[config.mk]
export PLATFORM = sky130hd
export DESIGN_NAME = maw_front
export DESIGN_NICKNAME = d
export VERILOG_FILES = /design/src/hw/rtl/maw_pkg.sv /design/src/hw/rtl/maw_front.sv
export SDC_FILE = /design/constraint.sdc
export NUM_CORES = 2
export LEC_CHECK = 0
export ABC_AREA = 1
export BUFFER_PORTS_ARGS = -buffer_cell sky130_fd_sc_hd__buf_2
export CAP_MARGIN = 20
export CORE_ASPECT_RATIO = 1.2
export CORE_MARGIN = 2
export CORE_UTILIZATION = 50
export DETAILED_ROUTE_END_ITERATION = 7
export PLACE_DENSITY = 0.66
export SYNTH_ARGS = -nofsm -noshare
export SYNTH_HDL_FRONTEND = slang
export SYNTH_SLANG_ARGS = --single-unit
[constraint.sdc]
create_clock -name clk -period 10.5 [get_ports clk]
set_input_delay 1.575 -clock clk [delete_from_list [all_inputs] [get_ports clk]]
set_output_delay 1.575 -clock clk [all_outputs]
set_load 0.01 [all_outputs]
[src/hw/rtl/maw_pkg.sv]
// Shared types and constants for the B-spline mass assignment weight generator.
package maw_pkg;

  localparam int NUM_DIMS = 3;
  localparam int QDEPTH = 4;
  localparam int QAW = $clog2(QDEPTH);

  typedef enum logic [1:0] {
    KIND_NEAREST = 2'd0,
    KIND_LINEAR  = 2'd1,
    KIND_QUAD    = 2'd2,
    KIND_CUBIC   = 2'd3
  } kind_t;

  localparam logic [2:0] REG_KIND    = 3'd0;
  localparam logic [2:0] REG_DMASK   = 3'd1;
  localparam logic [2:0] REG_SCALE0  = 3'd2;
  localparam logic [2:0] REG_SCALE1  = 3'd3;
  localparam logic [2:0] REG_SCALE2  = 3'd4;
  localparam logic [2:0] REG_OFFSET0 = 3'd5;
  localparam logic [2:0] REG_OFFSET1 = 3'd6;
  localparam logic [2:0] REG_OFFSET2 = 3'd7;

  // Classified coordinate, handed from the front end to the tap sequencer.
  typedef struct packed {
    kind_t              kind;
    logic               deriv;
    logic signed [31:0] sc;
    logic signed [15:0] bc;
    logic signed [19:0] dx;
  } entry_t;

  // Per-tap control that rides along the weight pipeline.
  typedef struct packed {
    logic               valid;
    kind_t              kind;
    logic               deriv;
    logic signed [31:0] sc;
    logic signed [15:0] bc;
    logic [1:0]         tap;
    logic               last;
  } tag_t;

endpackage

[src/hw/rtl/maw_front.sv]
// Front end: configuration registers, grid mapping and cell classification.
module maw_front (
  input  logic            clk,
  input  logic            rst_n,
  input  logic            cfg_valid,
  output logic            cfg_ready,
  input  logic [2:0]      cfg_index,
  input  logic [31:0]     cfg_data,
  input  logic            in_tvalid,
  output logic            in_tready,
  input  logic [39:0]     in_tdata,
  input  logic            q_full,
  output logic            q_push,
  output maw_pkg::entry_t q_entry
);
  import maw_pkg::*;

  kind_t              kind_r;
  logic [2:0]         dmask_r;
  logic signed [31:0] scale_r [3];
  logic signed [31:0] offset_r [3];

  logic [1:0]         dim;
  logic signed [31:0] coord;
  logic signed [31:0] sel_sc, sel_off;
  logic               sel_deriv, dim_ok;
  logic               adv, accept;

  logic               f1_v_r;
  logic signed [63:0] f1_prod_r;
  logic signed [31:0] f1_off_r, f1_sc_r;
  kind_t              f1_kind_r;
  logic               f1_deriv_r;

  logic               f2_v_r;
  logic signed [48:0] f2_g_r;
  logic signed [31:0] f2_sc_r;
  kind_t              f2_kind_r;
  logic               f2_deriv_r;

  logic signed [48:0] g_nxt;
  logic               odd, left;
  logic signed [49:0] h;
  logic signed [34:0] cell_idx;
  logic signed [15:0] bc;
  logic signed [19:0] dx;

  assign cfg_ready = 1'b1;

  always_ff @(posedge clk) begin
    if (!rst_n) begin
      kind_r      <= KIND_LINEAR;
      dmask_r     <= 3'd0;
      scale_r[0]  <= 32'sd65536;
      scale_r[1]  <= 32'sd65536;
      scale_r[2]  <= 32'sd65536;
      offset_r[0] <= 32'sd0;
      offset_r[1] <= 32'sd0;
      offset_r[2] <= 32'sd0;
    end else if (cfg_valid) begin
      unique case (cfg_index)
        REG_KIND:    kind_r      <= kind_t'(cfg_data[1:0]);
        REG_DMASK:   dmask_r     <= cfg_data[2:0];
        REG_SCALE0:  scale_r[0]  <= cfg_data;
        REG_SCALE1:  scale_r[1]  <= cfg_data;
        REG_SCALE2:  scale_r[2]  <= cfg_data;
        REG_OFFSET0: offset_r[0] <= cfg_data;
        REG_OFFSET1: offset_r[1] <= cfg_data;
        REG_OFFSET2: offset_r[2] <= cfg_data;
        default: ;
      endcase
    end
  end

  assign dim   = in_tdata[1:0];
  assign coord = in_tdata[33:2];
  assign dim_ok = (32'(dim) < NUM_DIMS);

  always_comb begin
    sel_sc    = scale_r[0];
    sel_off   = offset_r[0];
    sel_deriv = dmask_r[0];
    case (dim)
      2'd1: begin
        sel_sc    = scale_r[1];
        sel_off   = offset_r[1];
        sel_deriv = dmask_r[1];
      end
      2'd2: begin
        sel_sc    = scale_r[2];
        sel_off   = offset_r[2];
        sel_deriv = dmask_r[2];
      end
      default: ;
    endcase
  end

  // A waiting classified request blocks both stages until the queue has room.
  assign adv       = !f2_v_r || !q_full;
  assign in_tready = adv;
  assign accept    = in_tvalid && adv;

  always_ff @(posedge clk) begin
    if (!rst_n) begin
      f1_v_r <= 1'b0;
      f2_v_r <= 1'b0;
    end else if (adv) begin
      f1_v_r <= accept && dim_ok;
      f2_v_r <= f1_v_r;
    end
  end

  assign g_nxt = 49'(f1_prod_r >>> 16) + 49'(f1_off_r);

  always_ff @(posedge clk) begin
    if (adv) begin
      f1_prod_r  <= coord * sel_sc;
      f1_off_r   <= sel_off;
      f1_sc_r    <= sel_sc;
      f1_kind_r  <= kind_r;
      f1_deriv_r <= sel_deriv;
      f2_g_r     <= g_nxt;
      f2_sc_r    <= f1_sc_r;
      f2_kind_r  <= f1_kind_r;
      f2_deriv_r <= f1_deriv_r;
    end
  end

  // Odd supports center on the cell, so the half-cell shift applies there.
  assign odd  = !f2_kind_r[0];
  assign left = f2_kind_r[1];
  assign h    = 50'(f2_g_r) + (odd ? 50'sd32768 : 50'sd0);
  assign cell_idx = 35'(h >>> 16) - (left ? 35'sd1 : 35'sd0);

  always_comb begin
    if (cell_idx > 35'sd32767)       bc = 16'sd32767;
    else if (cell_idx < -35'sd32768) bc = -16'sd32768;
    else                             bc = cell_idx[15:0];
  end

  assign dx = $signed({4'b0, h[15:0]}) - (odd ? 20'sd32768 : 20'sd0)
            + (left ? 20'sd65536 : 20'sd0);

  assign q_push        = f2_v_r && !q_full;
  assign q_entry.kind  = f2_kind_r;
  assign q_entry.deriv = f2_deriv_r;
  assign q_entry.sc    = f2_sc_r;
  assign q_entry.bc    = bc;
  assign q_entry.dx    = dx;

endmodule

---- After elaboration in Yosys (flattened, before gate mapping) ----
Memory sizes are Yosys's and may differ from the RTL's.
Cells that the tools add are included.
word-level totals
  register bits ........................... 222
  latch bits .............................. 0
  memory bits (writable) .................. 192
  memory bits (read-only) ................. 0
  bits of input ports ..................... 80
  output and inout bits ................... 74
  word-level logic and storage cells ...... 88
  memories kept ........................... 2
memories
  name      words  width  read ports  clocked after memory_dff  wr ports  RTL line         text
  offset_r  3      32     3           0                         3         maw_front.sv:21  logic signed [31:0] offset_r [3];
  scale_r   3      32     3           0                         3         maw_front.sv:20  logic signed [31:0] scale_r [3];
operators by class
  add/subtract/negate cells ............... 5
  multiply operators ...................... 1
  divide/modulo/power cells ............... 0
  magnitude comparators ................... 3
  equality and inequality tests ........... 9
  shifts and indexed selects .............. 0
  multiplexer cells ....................... 40
  bitwise logic cells ..................... 6
  reduce and logical (&&, ||, !) cells .... 9
operators with widths
  cell                                                  number
  2-to-1 mux 32 bit                                     6
  case mux 32 bit (2 select lines)                      2
  multiplier 32 x 32 -> 64 bit                          1
  2-to-1 mux 16 bit                                     4
  adder 49 x 17 -> 50 bit                               1
  adder 48 x 32 -> 49 bit                               1
  > comparator 35 x 16 -> 1 bit, second input constant  1
  < comparator 35 x 16 -> 1 bit, second input constant  1
  subtractor 34 x 2 -> 35 bit                           1
  2-to-1 mux 1 bit                                      26
  adder 17 x 18 -> 19 bit                               1
  2-to-1 mux 17 bit                                     1
  subtractor 16 x 16 -> 17 bit                          1
  == test 3 bit, second input constant                  4
  == test 3 x 2 -> 1 bit, second input constant         2
  bitwise OR 1 bit                                      6
  AND reduction 2 bit                                   2
  == test 3 x 1 -> 1 bit, second input constant         1
  logical AND 1 bit                                     3
  logical NOT 3 bit                                     1
  == test 2 x 1 -> 1 bit, second input constant         1
  == test 2 bit, second input constant                  1
  logical NOT 1 bit                                     2
  < comparator 2 bit, second input constant             1
  other kinds (2)                                       2

---- Longest topological paths before layout ----
  word-level depth ........................ 6
  mapped depth ............................ 42
  depth with buffers taken out ............ 39

---- Worst setup path after synthesis ----
No wires, ideal clock.
  kind .................................... input-to-reg
  from .................................... input port in_tdata[0]
  to ...................................... register f1_prod_r[61], data pin
  library setup time ...................... 0.261 ns
  data arrival time ....................... 9.254 ns
  required time ........................... 10.239 ns
  path slack .............................. 0.986 ns
  cell stages on the path ................. 32
  buffers on the path ..................... 4
  cells stage by stage .................... inv_1 ha_1 buf_2 inv_1 clkbuf_1 clkbuf_1 or2_2 nand2_1 clkbuf_1 nor2_1 fa_1 inv_1 fa_1 inv_1 fa_1 fa_1 inv_1 fa_1 inv_1 fa_1 inv_1 fa_1 inv_1 fa_1 ha_1 a21oi_1 o21ai_0 a21oi_1 nor2_1 a311oi_1 nand2_1 xor2_1
on the way
  longest elaborated chain between the ends .. 3
  elaborated cells between the ends (all ways) .. 4
  classes of those cells .................. 1 x mul; 2 x eq/ne; 1 x mux
ends and longest elaborated chain
  element                                                  RTL line          text
  from (decl)                                              maw_front.sv:11   input logic [39:0] in_tdata,
  == test 2 bit or == test 2 x 1 -> 1 bit (tied branches)  maw_front.sv:83   case (dim)
  case mux 32 bit (2 select lines) *                       maw_front.sv:83
  multiplier 32 x 32 -> 64 bit *                           maw_front.sv:117  f1_prod_r <= coord * sel_sc;
  to (signal assigned)                                     maw_front.sv:117
  to (decl)                                                maw_front.sv:30   logic signed [63:0] f1_prod_r;
Mark *: on every way between the ends. The rest lies on a longest branch, timed or not.
A chain may end at the register's enable or synchronous reset.

---- Worst setup path in the final report ----
  from .................................... input port in_tdata[0]
  to ...................................... register f1_prod_r[47], data pin
Same word-level chain as after synthesis.

==> reports/qor.yml <==
layout:
  n_antenna_cell: 0
  syn_to_final_growth_pct: 8.50
  nets: 7492
  layout-drive-gt1-share_pct: 7.74
run_status:
  status: "finished, final reports clean"
cts:
  cts_tree: "done"
  cts_resized: 0
  cts-htree-levels: 2
  cts_setup_buffers: 0
  clk_latency_ns: 0.61
  clkTransAtPathRegs_ns: 0.06
  cts_hold_buffers: 0
  cts_root_buf: "clkbuf_16"
  cts_made_buffers: 42
  cts_buffer_depth: 3
  clock-sinks: 398
run:
  maxCapViolCount: 0
min_path:
  hold_path_class: "register to register"
  min_to: "f2_kind_r[0]$_DFFE_PN_"
  min_from: "f1_kind_r[0]$_DFFE_PN_"
  hold_depth: 0
sta:
  fin_tns_setup_ns: 0
  finalCritPeriodShare_pct: 91.4
  grt_setup_unrepaired: "no"
  hold_viol_final: 0
  setup_violations: 0
  fin_crit_ns: 9.59
  slew_headroom_pct: 32.0
  fin_skew_ns: 0.0542
  tightest_slew_ns: 1.02
  final_max_slew_viol_count: 0
  fmax_mhz: 104
global_routing:
  grtUsageMet1_pct: 39.4
  grt_pass1_wl_mm: 259
  grt_use_met3_pct: 4.38
  grt_use_total_pct: 31.1
  grt_remaining_overflow: 0
  grt.busiest_layer: "met2"
  grt_use_met2_pct: 50.5
  grt_max_degree: 156
  grt_antenna_before_repair: 1
  grt_pass1_vias: 43399
worst_setup_path:
  r2r_cells: 24
  worst-path-max-fanout: 24
  worstPathArrival_ns: 9.95
  r2r_end: "f1_prod_r[47]$_DFFE_PN_"
  start_kind: "primary input"
  cp_slowest_cell: "fa_1"
  critical_path.top_delay_family: "adder cells"
  end_kind: "register"
  cp_common_cell: "fa_1"
  critPathBufInv: 10
  r2r_start: "scale_r[0][34]$_DFFE_PP_"
  slowest_delay_ns: 0.63
  regToRegSetupSlack_ns: 2.37
  crit_required_ns: 10.86
  crit_type: "primary input to register"
placement:
  dp_hpwl_mm: 137
  portBuffers: 146
  routabilityCongestion: 0.982
routing:
  drt-total-wl_mm: 169
  ant_nets: 0
  wl_per_cell_um: 22.4
  drc: 0
  avgViaCountPerCell: 5.47
  num_vias: 41223
  dr.pass1.iters: 6
  initialDrtViolationCount: 3359
floorplanning:
  fp.dieW_um: 305
  die_area_um2: 112000
  core_area_um2: 108000
  die_h_um: 366
  initial_core_util_pct: 50.5
  rows: 132
  ioPinCount: 154
synth:
  synth.cell_area_um2: 54500
  syn_inst: 5953
  synth_edf_count: 391
  synthFlopType: "edfxtp_1"
  synthArstFlopShare_pct: 0
  yosys_warnings: 0
  syn_avg_cell_area_um2: 9.16
  synth-seq-cells: 398
  ys_seq_area_share_pct: 21.8
  synthesis.nets: 7351
  yosysUniqueCellTypes: 49
## area by class of cell
class / instances / area [um2]
sequential: 398 / 11900
fill: 9853 / 48900
timing repair buffer: 322 / 2410
clock buffer: 51 / 1080
tap: 1407 / 1760
multi-input combinational: 4054 / 37000
clock inverter: 25 / 243
inverter: 1276 / 4790
## worst max-delay path by stage
stage / from / endpoint / cells past startpoint
2_1_floorplan: in_tdata[0] / f1_prod_r[61]$_DFFE_PN_ / 32
3_3_place_gp: in_tdata[0] / f1_prod_r[47]$_DFFE_PN_ / 30
3_5_place_dp: in_tdata[0] / f1_prod_r[47]$_DFFE_PN_ / 30
4_1_cts: in_tdata[0] / f1_prod_r[47]$_DFFE_PN_ / 30
5_1_grt: in_tdata[0] / f1_prod_r[52]$_DFFE_PN_ / 32
6_report: in_tdata[0] / f1_prod_r[47]$_DFFE_PN_ / 30
## worst reg2reg max path: stages, from the launching register on
cell and delay, ns:
edfxtp_1 0.36, a221o_1 0.35, nand2_1 0.13, buf_4 0.19
nor2_1 0.10, fa_1 0.63, fa_1 0.47, fa_1 0.65
buf_4 0.29, inv_1 0.09, fa_1 0.50, inv_1 0.06
fa_1 0.48, fa_1 0.50, fa_1 0.63, fa_1 0.48
ha_1 0.44, nand2_1 0.13, nor2_1 0.25, nand2_1 0.14
nor2_1 0.17, nand3_1 0.08, o21ai_0 0.27, buf_4 0.18
xor2_1 0.29
## routing by layer
| metal | vias to the layer above | share of wire (%) |
|---|---|---|
| met5 | - | 0 |
| met4 | 0 | 7.6 |
| met3 | 481 | 7.5 |
| met2 | 1806 | 47 |
| met1 | 20767 | 38 |
| li1 | 18169 | - |
## flip-flops by register name (all words and copies together), names as in the netlist, 2 cells and up
register / count
f1_sc_r: 32
f2_kind_r: 2
f1_kind_r: 2
f2_g_r: 49
kind_r: 2
f1_off_r: 32
offset_r: 96
f2_sc_r: 32
f1_prod_r: 48
dmask_r: 3
scale_r: 96
## synthesized netlist by cell type, types with 24 or more instances
cell type | instances | area, um2
o21ai_0 | 101 | 505
xnor2_1 | 46 | 403
ha_1 | 236 | 2950
nand2_1 | 1056 | 3960
nor2_1 | 895 | 3360
inv_1 | 1251 | 4700
xor2_1 | 79 | 692
a21oi_1 | 239 | 1200
a221o_1 | 30 | 300
edfxtp_1 | 391 | 11700
a31oi_1 | 31 | 194
fa_1 | 1082 | 21700
nand3_1 | 74 | 370
or2_2 | 24 | 150
clkbuf_1 | 194 | 728
## through the flow
| stage | instance area, um2 | setup slack (ns) | hold WS (ns) | util (%) | instances |
|---|---|---|---|---|---|
| after detailed placement | 57800 | 0.353 | 0.405 | 53.5 | 7457 |
| after floorplan | 54500 | 0.986 | 0.400 | - | 5953 |
| final | 59200 | 0.906 | 0.417 | 54.8 | 7533 |
| after global routing | 59200 | 0.519 | 0.422 | 54.8 | 7533 |
| after CTS | 59200 | 0.923 | 0.419 | 54.8 | 7533 |
| after global placement | 57800 | 0.393 | 0.402 | 53.5 | 7456 |
## logic make-up after synthesis
group / share of synthesized area (%)
compound gates: 4.90
xor+xnor: 2.06
fa+ha+maj: 45.1
buf+inv: 10.5
flops: 21.8
other cells: 0.00688
simple gates: 15.6
## placed cells by master, fill, tap and decap left out, types with 7 or more instances in the layout
master,count
inv_1,1250
fa_1,1082
nand2_1,1055
nor2_1,895
edfxtp_1,391
a21oi_1,239
ha_1,234
buf_4,148
buf_2,146
o21ai_0,91
xor2_1,79
nand3_1,74
xnor2_1,46
clkbuf_16,42
a221o_1,30
a31oi_1,30
buf_12,27
clkinv_1,25
or2_2,24
nand4_1,19
nor2_2,18
o21a_1,14
o21ai_2,13
nor3_1,12
o21bai_1,11
nand3b_1,11
nand2_2,11
clkbuf_1,9
o221ai_1,7
nor4_1,7
dfxtp_1,7
Power is left out: the tool's default activity adds up to more than one toggle a clock period on the data nets, which glitch-free logic cannot reach.
