===== src/hw/rtl/maw_pkg.sv =====
// Shared types and constants for the B-spline mass assignment weight generator.
package maw_pkg;

  localparam int NUM_DIMS = 3;
  localparam int QDEPTH = 4;
  localparam int QAW = $clog2(QDEPTH);

  typedef enum logic [1:0] {
    KIND_NEAREST = 2'd0,
    KIND_LINEAR  = 2'd1,
    KIND_QUAD    = 2'd2,
    KIND_CUBIC   = 2'd3
  } kind_t;

  localparam logic [2:0] REG_KIND    = 3'd0;
  localparam logic [2:0] REG_DMASK   = 3'd1;
  localparam logic [2:0] REG_SCALE0  = 3'd2;
  localparam logic [2:0] REG_SCALE1  = 3'd3;
  localparam logic [2:0] REG_SCALE2  = 3'd4;
  localparam logic [2:0] REG_OFFSET0 = 3'd5;
  localparam logic [2:0] REG_OFFSET1 = 3'd6;
  localparam logic [2:0] REG_OFFSET2 = 3'd7;

  // Classified coordinate, handed from the front end to the tap sequencer.
  typedef struct packed {
    kind_t              kind;
    logic               deriv;
    logic signed [31:0] sc;
    logic signed [15:0] bc;
    logic signed [19:0] dx;
  } entry_t;

  // Per-tap control that rides along the weight pipeline.
  typedef struct packed {
    logic               valid;
    kind_t              kind;
    logic               deriv;
    logic signed [31:0] sc;
    logic signed [15:0] bc;
    logic [1:0]         tap;
    logic               last;
  } tag_t;

endpackage


===== src/hw/rtl/maw_queue.sv =====
// Small queue of classified coordinates between front end and tap sequencer.
module maw_queue (
  input  logic            clk,
  input  logic            rst_n,
  input  logic            push,
  input  maw_pkg::entry_t wr_entry,
  output logic            full,
  input  logic            pop,
  output maw_pkg::entry_t head,
  output logic            empty
);
  import maw_pkg::*;

  entry_t         mem_r [QDEPTH];
  logic [QAW-1:0] wr_ptr_r, rd_ptr_r;
  logic [QAW:0]   count_r;
  logic           do_push, do_pop;

  assign full    = (count_r == (QAW+1)'(QDEPTH));
  assign empty   = (count_r == '0);
  assign do_push = push && !full;
  assign do_pop  = pop && !empty;
  assign head    = mem_r[rd_ptr_r];

  always_ff @(posedge clk) begin
    if (!rst_n) begin
      wr_ptr_r <= '0;
      rd_ptr_r <= '0;
      count_r  <= '0;
    end else begin
      if (do_push) wr_ptr_r <= wr_ptr_r + 1'b1;
      if (do_pop)  rd_ptr_r <= rd_ptr_r + 1'b1;
      if (do_push && !do_pop)      count_r <= count_r + 1'b1;
      else if (do_pop && !do_push) count_r <= count_r - 1'b1;
    end
  end

  always_ff @(posedge clk) begin
    if (do_push) mem_r[wr_ptr_r] <= wr_entry;
  end

endmodule


===== config.mk =====
export PLATFORM = sky130hd
export DESIGN_NAME = maw_queue
export DESIGN_NICKNAME = d
export VERILOG_FILES = /design/src/hw/rtl/maw_pkg.sv /design/src/hw/rtl/maw_queue.sv
export SDC_FILE = /design/constraint.sdc
export NUM_CORES = 1
export LEC_CHECK = 0
export BUFFER_PORTS_ARGS = -buffer_cell sky130_fd_sc_hd__buf_4
export CELL_PAD_IN_SITES_DETAIL_PLACEMENT = 0
export CELL_PAD_IN_SITES_GLOBAL_PLACEMENT = 1
export CORE_MARGIN = 2
export CORE_UTILIZATION = 45
export CTS_CLUSTER_SIZE = 25
export DETAILED_ROUTE_END_ITERATION = 7
export GPL_TIMING_DRIVEN = 0
export PLACE_DENSITY = 0.73
export SETUP_SLACK_MARGIN = 0.05
export SLEW_MARGIN = 25
export SYNTH_ARGS = -nofsm -noshare
export SYNTH_HDL_FRONTEND = slang
export SYNTH_SLANG_ARGS = --single-unit

===== constraint.sdc =====
create_clock -name clk -period 2.8 [get_ports clk]
set_clock_uncertainty 0.15 [all_clocks]
set_input_delay 0.42 -clock clk [delete_from_list [all_inputs] [get_ports clk]]
set_output_delay 0.42 -clock clk [all_outputs]
set_load 0.005 [all_outputs]

Yosys cells after proc, flatten, opt, wreduce, memory -nomap -nowiden
Memory sizes are Yosys's and may differ from the RTL's. A register that Yosys moved wholly into a read port is not among the register bits.
Index checks and enable logic that the tools add are counted.
- muxes and demuxes: 6
- equality and inequality tests: 1
- $lt $le $gt $ge: 0
- bitwise logic cells: 0
- add/subtract/negate cells: 4
- divide/modulo/power cells: 0
- shift operators: 0
- $mul: 0
- reductions and logical operators: 10
- operator list (operator ; count):
    $mux 3 ; 2
    $add 2x1->2 const B ; 2
    $logic_and 1x1->1 ; 4
    $logic_not 1->1 ; 4
    $mux 2 ; 2
    $add 3x1->3 const B ; 1
    $eq 3x3->1 const B ; 1
    $logic_not 3->1 ; 1
    $sub 3x1->3 const B ; 1
    $mux 1 ; 2
    $reduce_bool 2->1 ; 1
- word-level logic and storage cells: 25
- flip-flop bits (word level): 7
- memories kept: 1
- ROM bits: 0
- memory bits (writable): 284
- output and inout port bits: 73
- input bits: 75
- bits in latches: 0
- memories (name ; depth ; bits a word ; read ports ; clocked after Yosys merged registers in ; write ports ; line ; RTL):
    mem_r ; 4 ; 71 ; 1 ; 1 ; 1 ; maw_queue.sv:14 ; entry_t mem_r [QDEPTH];

Longest topological paths before layout
Gate-level depths: netlist (run 1).
- depth after elaboration: 7
- mapped depth: 9
- mapped depth without buffers: 8

Least setup slack after synthesis (run 1)
Ideal clock, no wire load.
- kind: reg-to-reg
- start: reg count_r[0]
- end: mem mem_r[0][0] in the netlist's numbering, enable pin
- setup slack: -275 ps
- arrival: 2488 ps
- required time: 2213 ps
- period minus slack after synthesis: 3075 ps
- stages on the path, launching flop included: 5
- setup time: 437 ps
- path buffers: 1
- path through: dfxtp_1 > nor3b_2 > nor2b_1 > buf_2 > and2_1
- word-level cells in the longest chain between the ends: 5
- RTL lines (element ; line ; RTL):
    start: declaration ; maw_queue.sv:16 ; logic [QAW:0] count_r;
    start signal: assignment ; maw_queue.sv:33 ; if (do_push && !do_pop) count_r <= count_r + 1'b1;
    start signal: assignment ; maw_queue.sv:34 ; else if (do_pop && !do_push) count_r <= count_r - 1'b1;
    $eq 3x3->1 ; maw_queue.sv:19 ; assign full = (count_r == (QAW+1)'(QDEPTH));
    named net full ; maw_queue.sv:7 ; output logic full,
    $logic_not 1->1 ; maw_queue.sv:21 ; assign do_push = push && !full;
    $logic_and 1x1->1 ; maw_queue.sv:21 ;
    named net do_push ; maw_queue.sv:17 ; logic do_push, do_pop;
    $mux 1 ; maw_queue.sv:39 ; if (do_push) mem_r[wr_ptr_r] <= wr_entry;
    $mux 1 (implied by the code) ; maw_queue.sv:39 ;
    end: declaration ; maw_queue.sv:14 ;
The timed path passes the listed nets, and every way through them passes these cells.

==> results.cfg, run 1 <==
[clock_tree]
clock-sinks = 293
cts_made_buffers = 30
ctsRootBufferMaster = clkbuf_16
htree_levels = 1
worstSkewPairLatency_ns = 0.53
clk_pin_slew_ns = 0.06
cts_setup_buffers = 0
cts_buffer_depth = 3
cts_tree = yes

[synthesis]
syn_avg_cell_area_um2 = 25.8
synthesis.nets = 500
synth_adder_area_share_pct = 0.765
synth_warnings = 0
synth_cells = 419
synth-xor-area-share_pct = 0.324
syn-cell-area_um2 = 10800
synth-simple-area-share_pct = 0.938
synth_cell_types = 23
yosysSeqAreaShare_pct = 80.6
synth.ff_latch_count = 293
muxShareOfSynthArea_pct = 15.1
synth_compound_area_share_pct = 0.313
synth_top_family_by_area = multiplexers

[sta]
hold_viol = 0
maxSlewHeadroom_pct = 61.0
fmax_mhz = 393
setup_viol = 0
rsz0062_at_grt = false
slew_viol_final = 0
worst_pin_slew_ns = 0.585
post-route-period-util_pct = 90.9
fin_ws_ns = 0.256
finalCriticalPeriod_ns = 2.54

[placed_design]
preCtsSetupSlack_ns = 0.269
numPortBuffers = 146
dp_hpwl_um = 11600
gp_congestion = 0.667
place_area_um2 = 12400

[pwr]
power.leakage_nw = 4.82
powerDensity_nw_per_um2 = 880
ir_drop_mv = 0.568

[floorplan]
fp.dieH_um = 159
fp.dieArea_um2 = 25300
core.rowCount = 56
die_w_um = 159
start_util_pct = 45.9
ios = 148
core_area_um2 = 23500

[global_route]
overflow = 0
grt_pass1_vias = 5494
grt_antenna_before_repair = 0
grt_pass1_wl_um = 30500
gr-usage-all-layers_pct = 15.5
grt_max_degree = 42

[worst_setup_path]
cpPeakStageDelay_ns = 0.54
path_cells = buf_6 -> buf_12 -> mux4_2 -> buf_4
crit_required_ns = 2.23
arrival_ns = 1.97
r2r_start = count_r[1]
criticalPathCategory = reg2out
endpoint_kind = output port
r2r_slack_ns = 0.28
cp-start-kind = flip-flop
slowest_stage = mux4_2
path_max_fanout = 10
r2r-end = count_r[2]
reg2regPathDepth = 9

[min_path]
hp-class = in2reg
hold_depth = 3
worstHoldEndpoint = wr_ptr_r[1]
hold_start = rst_n

[run_status]
status = finished, final reports clean

[routing]
drc_errors = 0
vias = 5075
routed_wl_um = 19400
firstDrtPassIters = 4
via_per_inst = 5.00
drt-initial-drc-count = 290
wl_per_cell_um = 19.2
ant_nets = 0

[final_layout]
syn_to_final_growth_pct = 30.7
drive_gt1_share_pct = 41.7
fin_area_um2 = 14100
num-nets-final = 752

[run]
max_cap_violations = 0
[kinds of logic after synthesis]
logic type / count (synthesis)
buffers and inverters: 21
AND/OR/NAND/NOR: 17
multiplexers: 74
XOR/XNOR: 4
AO/OA/AOI/OAI: 4
adder cells (fa/ha/maj): 6
flip-flops: 293
[layout make-up]
class                           instances  area (um2)
Sequential cell                       293        8710
Inverter                                3        11.3
Clock inverter                         20         193
Fill cell                            1702        9430
Antenna cell                            1        2.50
Clock buffer                           36         795
Buffer                                 17         195
Tap cell                              319         399
Multi-Input combinational cell        105        1890
Timing Repair Buffer                  221        1920
[worst max-delay path: cells and delay by family, from the launching register on]
family / cells / cell delay (ns)
buf+inv: 3 / 0.58
flops: 1 / 0.32
mux: 1 / 0.54
[registers in the layout, indices dropped and copies added, names as in the netlist, named ones only]
name      count
mem_r       284
rd_ptr_r      2
wr_ptr_r      2
count_r       3
[synth_stat cells]
cell type / number / area [um2]
fa_1: 1 / 20.0
a21boi_0: 1 / 7.51
xor2_1: 1 / 8.76
buf_2: 8 / 40.0
xnor2_1: 3 / 26.3
nor3b_2: 1 / 12.5
dfxtp_1: 9 / 180
edfxtp_1: 284 / 8530
clkbuf_1: 2 / 7.51
nor2b_1: 2 / 12.5
mux2i_1: 3 / 30.0
or3_1: 1 / 6.26
and2_1: 8 / 50.1
inv_1: 3 / 11.3
nor3_1: 1 / 5.00
o21ai_0: 1 / 5.00
nand2_1: 4 / 15.0
o311ai_1: 1 / 8.76
buf_12: 7 / 140
mux4_2: 71 / 1600
ha_1: 5 / 62.6
buf_6: 1 / 11.3
o31ai_2: 1 / 12.5
[metrics by stage]
| step | power, mW | hold slack, ns | util (%) | TNS [ns] | instances |
|---|---|---|---|---|---|
| 2_1_floorplan | 7.25 | 0.318 | - | 0 | 419 |
| 3_3_place_gp | 8.52 | 0.324 | 52.2 | -80.94 | 884 |
| 3_5_place_dp | 8.62 | 0.345 | 52.7 | 0 | 888 |
| 4_1_cts | 12.6 | 0.114 | 59.9 | 0 | 1014 |
| 5_1_grt | 13.0 | 0.173 | 59.9 | 0 | 1014 |
| 6_report | 12.4 | 0.126 | 60.0 | 0 | 1015 |
[routing by layer]
| layer | vias up | GRT usage (%) | part of all wire, % |
|---|---|---|---|
| li1 | 2307 | - | - |
| met1 | 2605 | 20.4 | 41 |
| met2 | 142 | 27.0 | 51 |
| met3 | 21 | 3.11 | 6.2 |
| met4 | 0 | 3.43 | 1.4 |
| met5 | - | 0 | 0 |
[report_power, final]
part           internal (mW)  switching, mW  total [mW]
registers               5.32          0.131        5.45
clock network           2.31           1.59        3.90
logic                   1.80           1.26        3.07
[layout by cell type, fill, tap and decap left out, types with 4 or more instances in the layout]
cell type / netlist / layout
edfxtp_1: 284 / 284
buf_4: 0 / 146
mux4_2: 71 / 71
dlygate4sd3_1: 0 / 71
clkbuf_16: 0 / 31
buf_2: 8 / 8
buf_12: 7 / 7
dfxtp_1: 9 / 7
clkbuf_1: 2 / 6
clkinv_1: 0 / 6
ha_1: 5 / 5
and2_4: 0 / 4
and2_1: 8 / 4
nand2_1: 4 / 4
clkinv_2: 0 / 4
buf_16: 0 / 4
[worst max-delay path by stage]
stage | to | cells past startpoint | from
3_3_place_gp | mem_r[0][30] | 4 | count_r[0]
2_1_floorplan | mem_r[0][0] | 4 | count_r[0]
6_report | head[7] | 4 | flip-flop
4_1_cts | head[45] | 3 | flip-flop
5_1_grt | count_r[2] | 9 | count_r[1]
3_5_place_dp | count_r[2] | 9 | count_r[0]
[repair_timing]
item,4_1_cts,5_1_grt
setup endpoints to repair,70,1
pin swaps,0,0
hold endpoints to repair,284,0
hold buffers,71,0
cloned,0,0
resized for setup,1,1
(Power assumes the default switching activity.)
==> inputs of run 2 (changes only) <==
Settings changed: CORE_UTILIZATION 45 to 46, CTS_BUF_LIST from default to sky130_fd_sc_hd__clkbuf_4 sky130_fd_sc_hd__clkbuf_8, PLACE_DENSITY 0.73 to 0.74, RECOVER_POWER from default to 25.
==> run 2 against run 1 <==
  * Combinational power decreased by 1%
  * Maximum frequency decreased by 0.47%
  * Worst setup slack worse by 0.012 ns
  * Non-clock buffer count stayed put
  * Via count is 2.0% higher
  * First-iteration DRC count decreased by 13%
  * Worst hold slack about the same
==> results.cfg, run 2 (synthesized netlist as in run 1, its figures left out) <==
[min_path]
hp-class = in2reg

[clock_tree]
cts_setup_buffers = 0
worstSkewPairLatency_ns = 0.54
htree_levels = 2
cts_made_buffers = 46
cts_buffer_depth = 3
clock-sinks = 293
clk_pin_slew_ns = 0.06
cts_resized = 0
ctsRootBufferMaster = clkbuf_8
cts_tree = yes

[worst_setup_path]
path_max_fanout = 10
slowest_stage = dfxtp_1
worstPathBufferInverterCount = 2
crit_required_ns = 2.23
cp-start-kind = flip-flop
criticalPathCategory = reg2out
endpoint_kind = output port
path_cells = buf_2 -> mux4_2 -> buf_4
cpPeakStageDelay_ns = 0.57
critPathTopFamily = flip-flops
arrival_ns = 1.99

[final_layout]
largest-register = mem_r
reg_top3 = mem_r x284, count_r x3
syn_to_final_growth_pct = 28.8
instances_no_fill = 1036
largest_reg_flops = 284
num-nets-final = 768
antennaDiodeCount = 0
mostFrequentLayoutCells = edfxtp_1, buf_4, mux4_2, dlygate4sd3_1, clkbuf_8
final_common_cell = edfxtp_1
drive_gt1_share_pct = 38.5

[sta]
slew_viol_final = 0
tns_ns = 0
worst_pin_slew_ns = 0.533
post-route-period-util_pct = 91.3
finalCriticalPeriod_ns = 2.56
maxSlewHeadroom_pct = 64.5
rsz0062_at_grt = false
fmax_mhz = 391
setup_viol = 0
hold_viol = 0

[pwr]
ir_drop_mv = 0.506
power.leakage_nw = 4.69
powerDensity_nw_per_um2 = 870
seqPwrFrac_pct = 45.0
p_total_mw = 12.1
comb_power_share_pct = 25.0
intPower_mw = 9.21
pwr-share-clk_pct = 30.0
p_sw_share_pct = 23.9
power.switching_mw = 2.90

[floorplan]
fp.dieArea_um2 = 24700
die_w_um = 157
ios = 148
start_util_pct = 46.4
core_area_um2 = 23300
core.rowCount = 56
fp.dieH_um = 157

[routing]
drc_errors = 0
vias = 5177
routed_wl_um = 19400
via_per_inst = 5.00
drt-initial-drc-count = 251
firstDrtPassIters = 4
ant_nets = 0
wl_per_cell_um = 18.7

[placed_design]
place_inst = 888
gp_congestion = 0.751
numPortBuffers = 146
dp_hpwl_um = 11500

[run]
max_cap_violations = 0

[global_route]
grt_max_degree = 43
gr-usage-all-layers_pct = 15.8
grt_pass1_wl_um = 29400
overflow = 0
grt_pass1_vias = 5614
grt_antenna_before_repair = 0

[run_status]
status = finished, final reports clean
==> run 2: power by group through the flow <==
stage	registers, mW	logic [mW]	clock network [mW]
2_1_floorplan	5.51	1.74	0
3_3_place_gp	5.53	2.96	0
3_5_place_dp	5.54	3.06	0
4_1_cts	5.46	3.14	3.74
5_1_grt	5.49	3.29	3.91
6_report	5.45	3.03	3.63
==> run 2: area by class of cell <==
class	count	area, um2
clock inverters	11	104
repair buffers	221	1760
multi-input cells	105	1890
fillers	1761	9350
clock buffers	67	847
flip-flops and latches	293	8710
well taps	319	399
inverters	3	11.3
plain buffers	17	195
==> run 2: per-stage QoR <==
step	hold WS (ns)	setup slack (ns)	instance area (um2)	util [%]
floorplan	0.318	0.503	10800	-
global placement	0.327	-0.236	12300	52.9
detailed placement	0.345	0.356	12400	53.4
CTS	0.0855	0.137	14100	60.5
global route	0.140	0.0794	13900	59.8
finish	0.126	0.244	13900	59.8
==> run 2: timing repair <==
item | 4_1_cts | 5_1_grt
setup endpoints to repair | 70 | 0
hold buffers | 71 | 0
hold endpoints to repair | 284 | 0
==> run 2: routing by layer <==
| metal | GRT usage (%) | part of all wire (%) |
|---|---|---|
| met4 | 5.80 | 2.2 |
| met5 | 0 | 0 |
| met3 | 3.91 | 5.2 |
| met2 | 26.9 | 51 |
| met1 | 19.8 | 42 |
==> run 2: path summary, 6_finish.rpt <==
kind               start     endpoint  slack (ns)  depth (start not counted)
min reg2reg  wr_ptr_r[0]  wr_ptr_r[0]        0.36                          2
max reg2reg   count_r[0]   count_r[2]        0.30                          9
min                rst_n  wr_ptr_r[0]        0.13                          3
max            flip-flop     head[60]        0.24                          3
==> run 2: worst reg2reg max path: stages (launching register included) <==
cell and delay (ns):
dfxtp_1 0.50, nor3b_2 0.10, nor2b_1 0.11, buf_2 0.21, ha_1 0.22, inv_1 0.06
fa_1 0.38, xor2_1 0.18, or3_1 0.32, a21boi_0 0.19
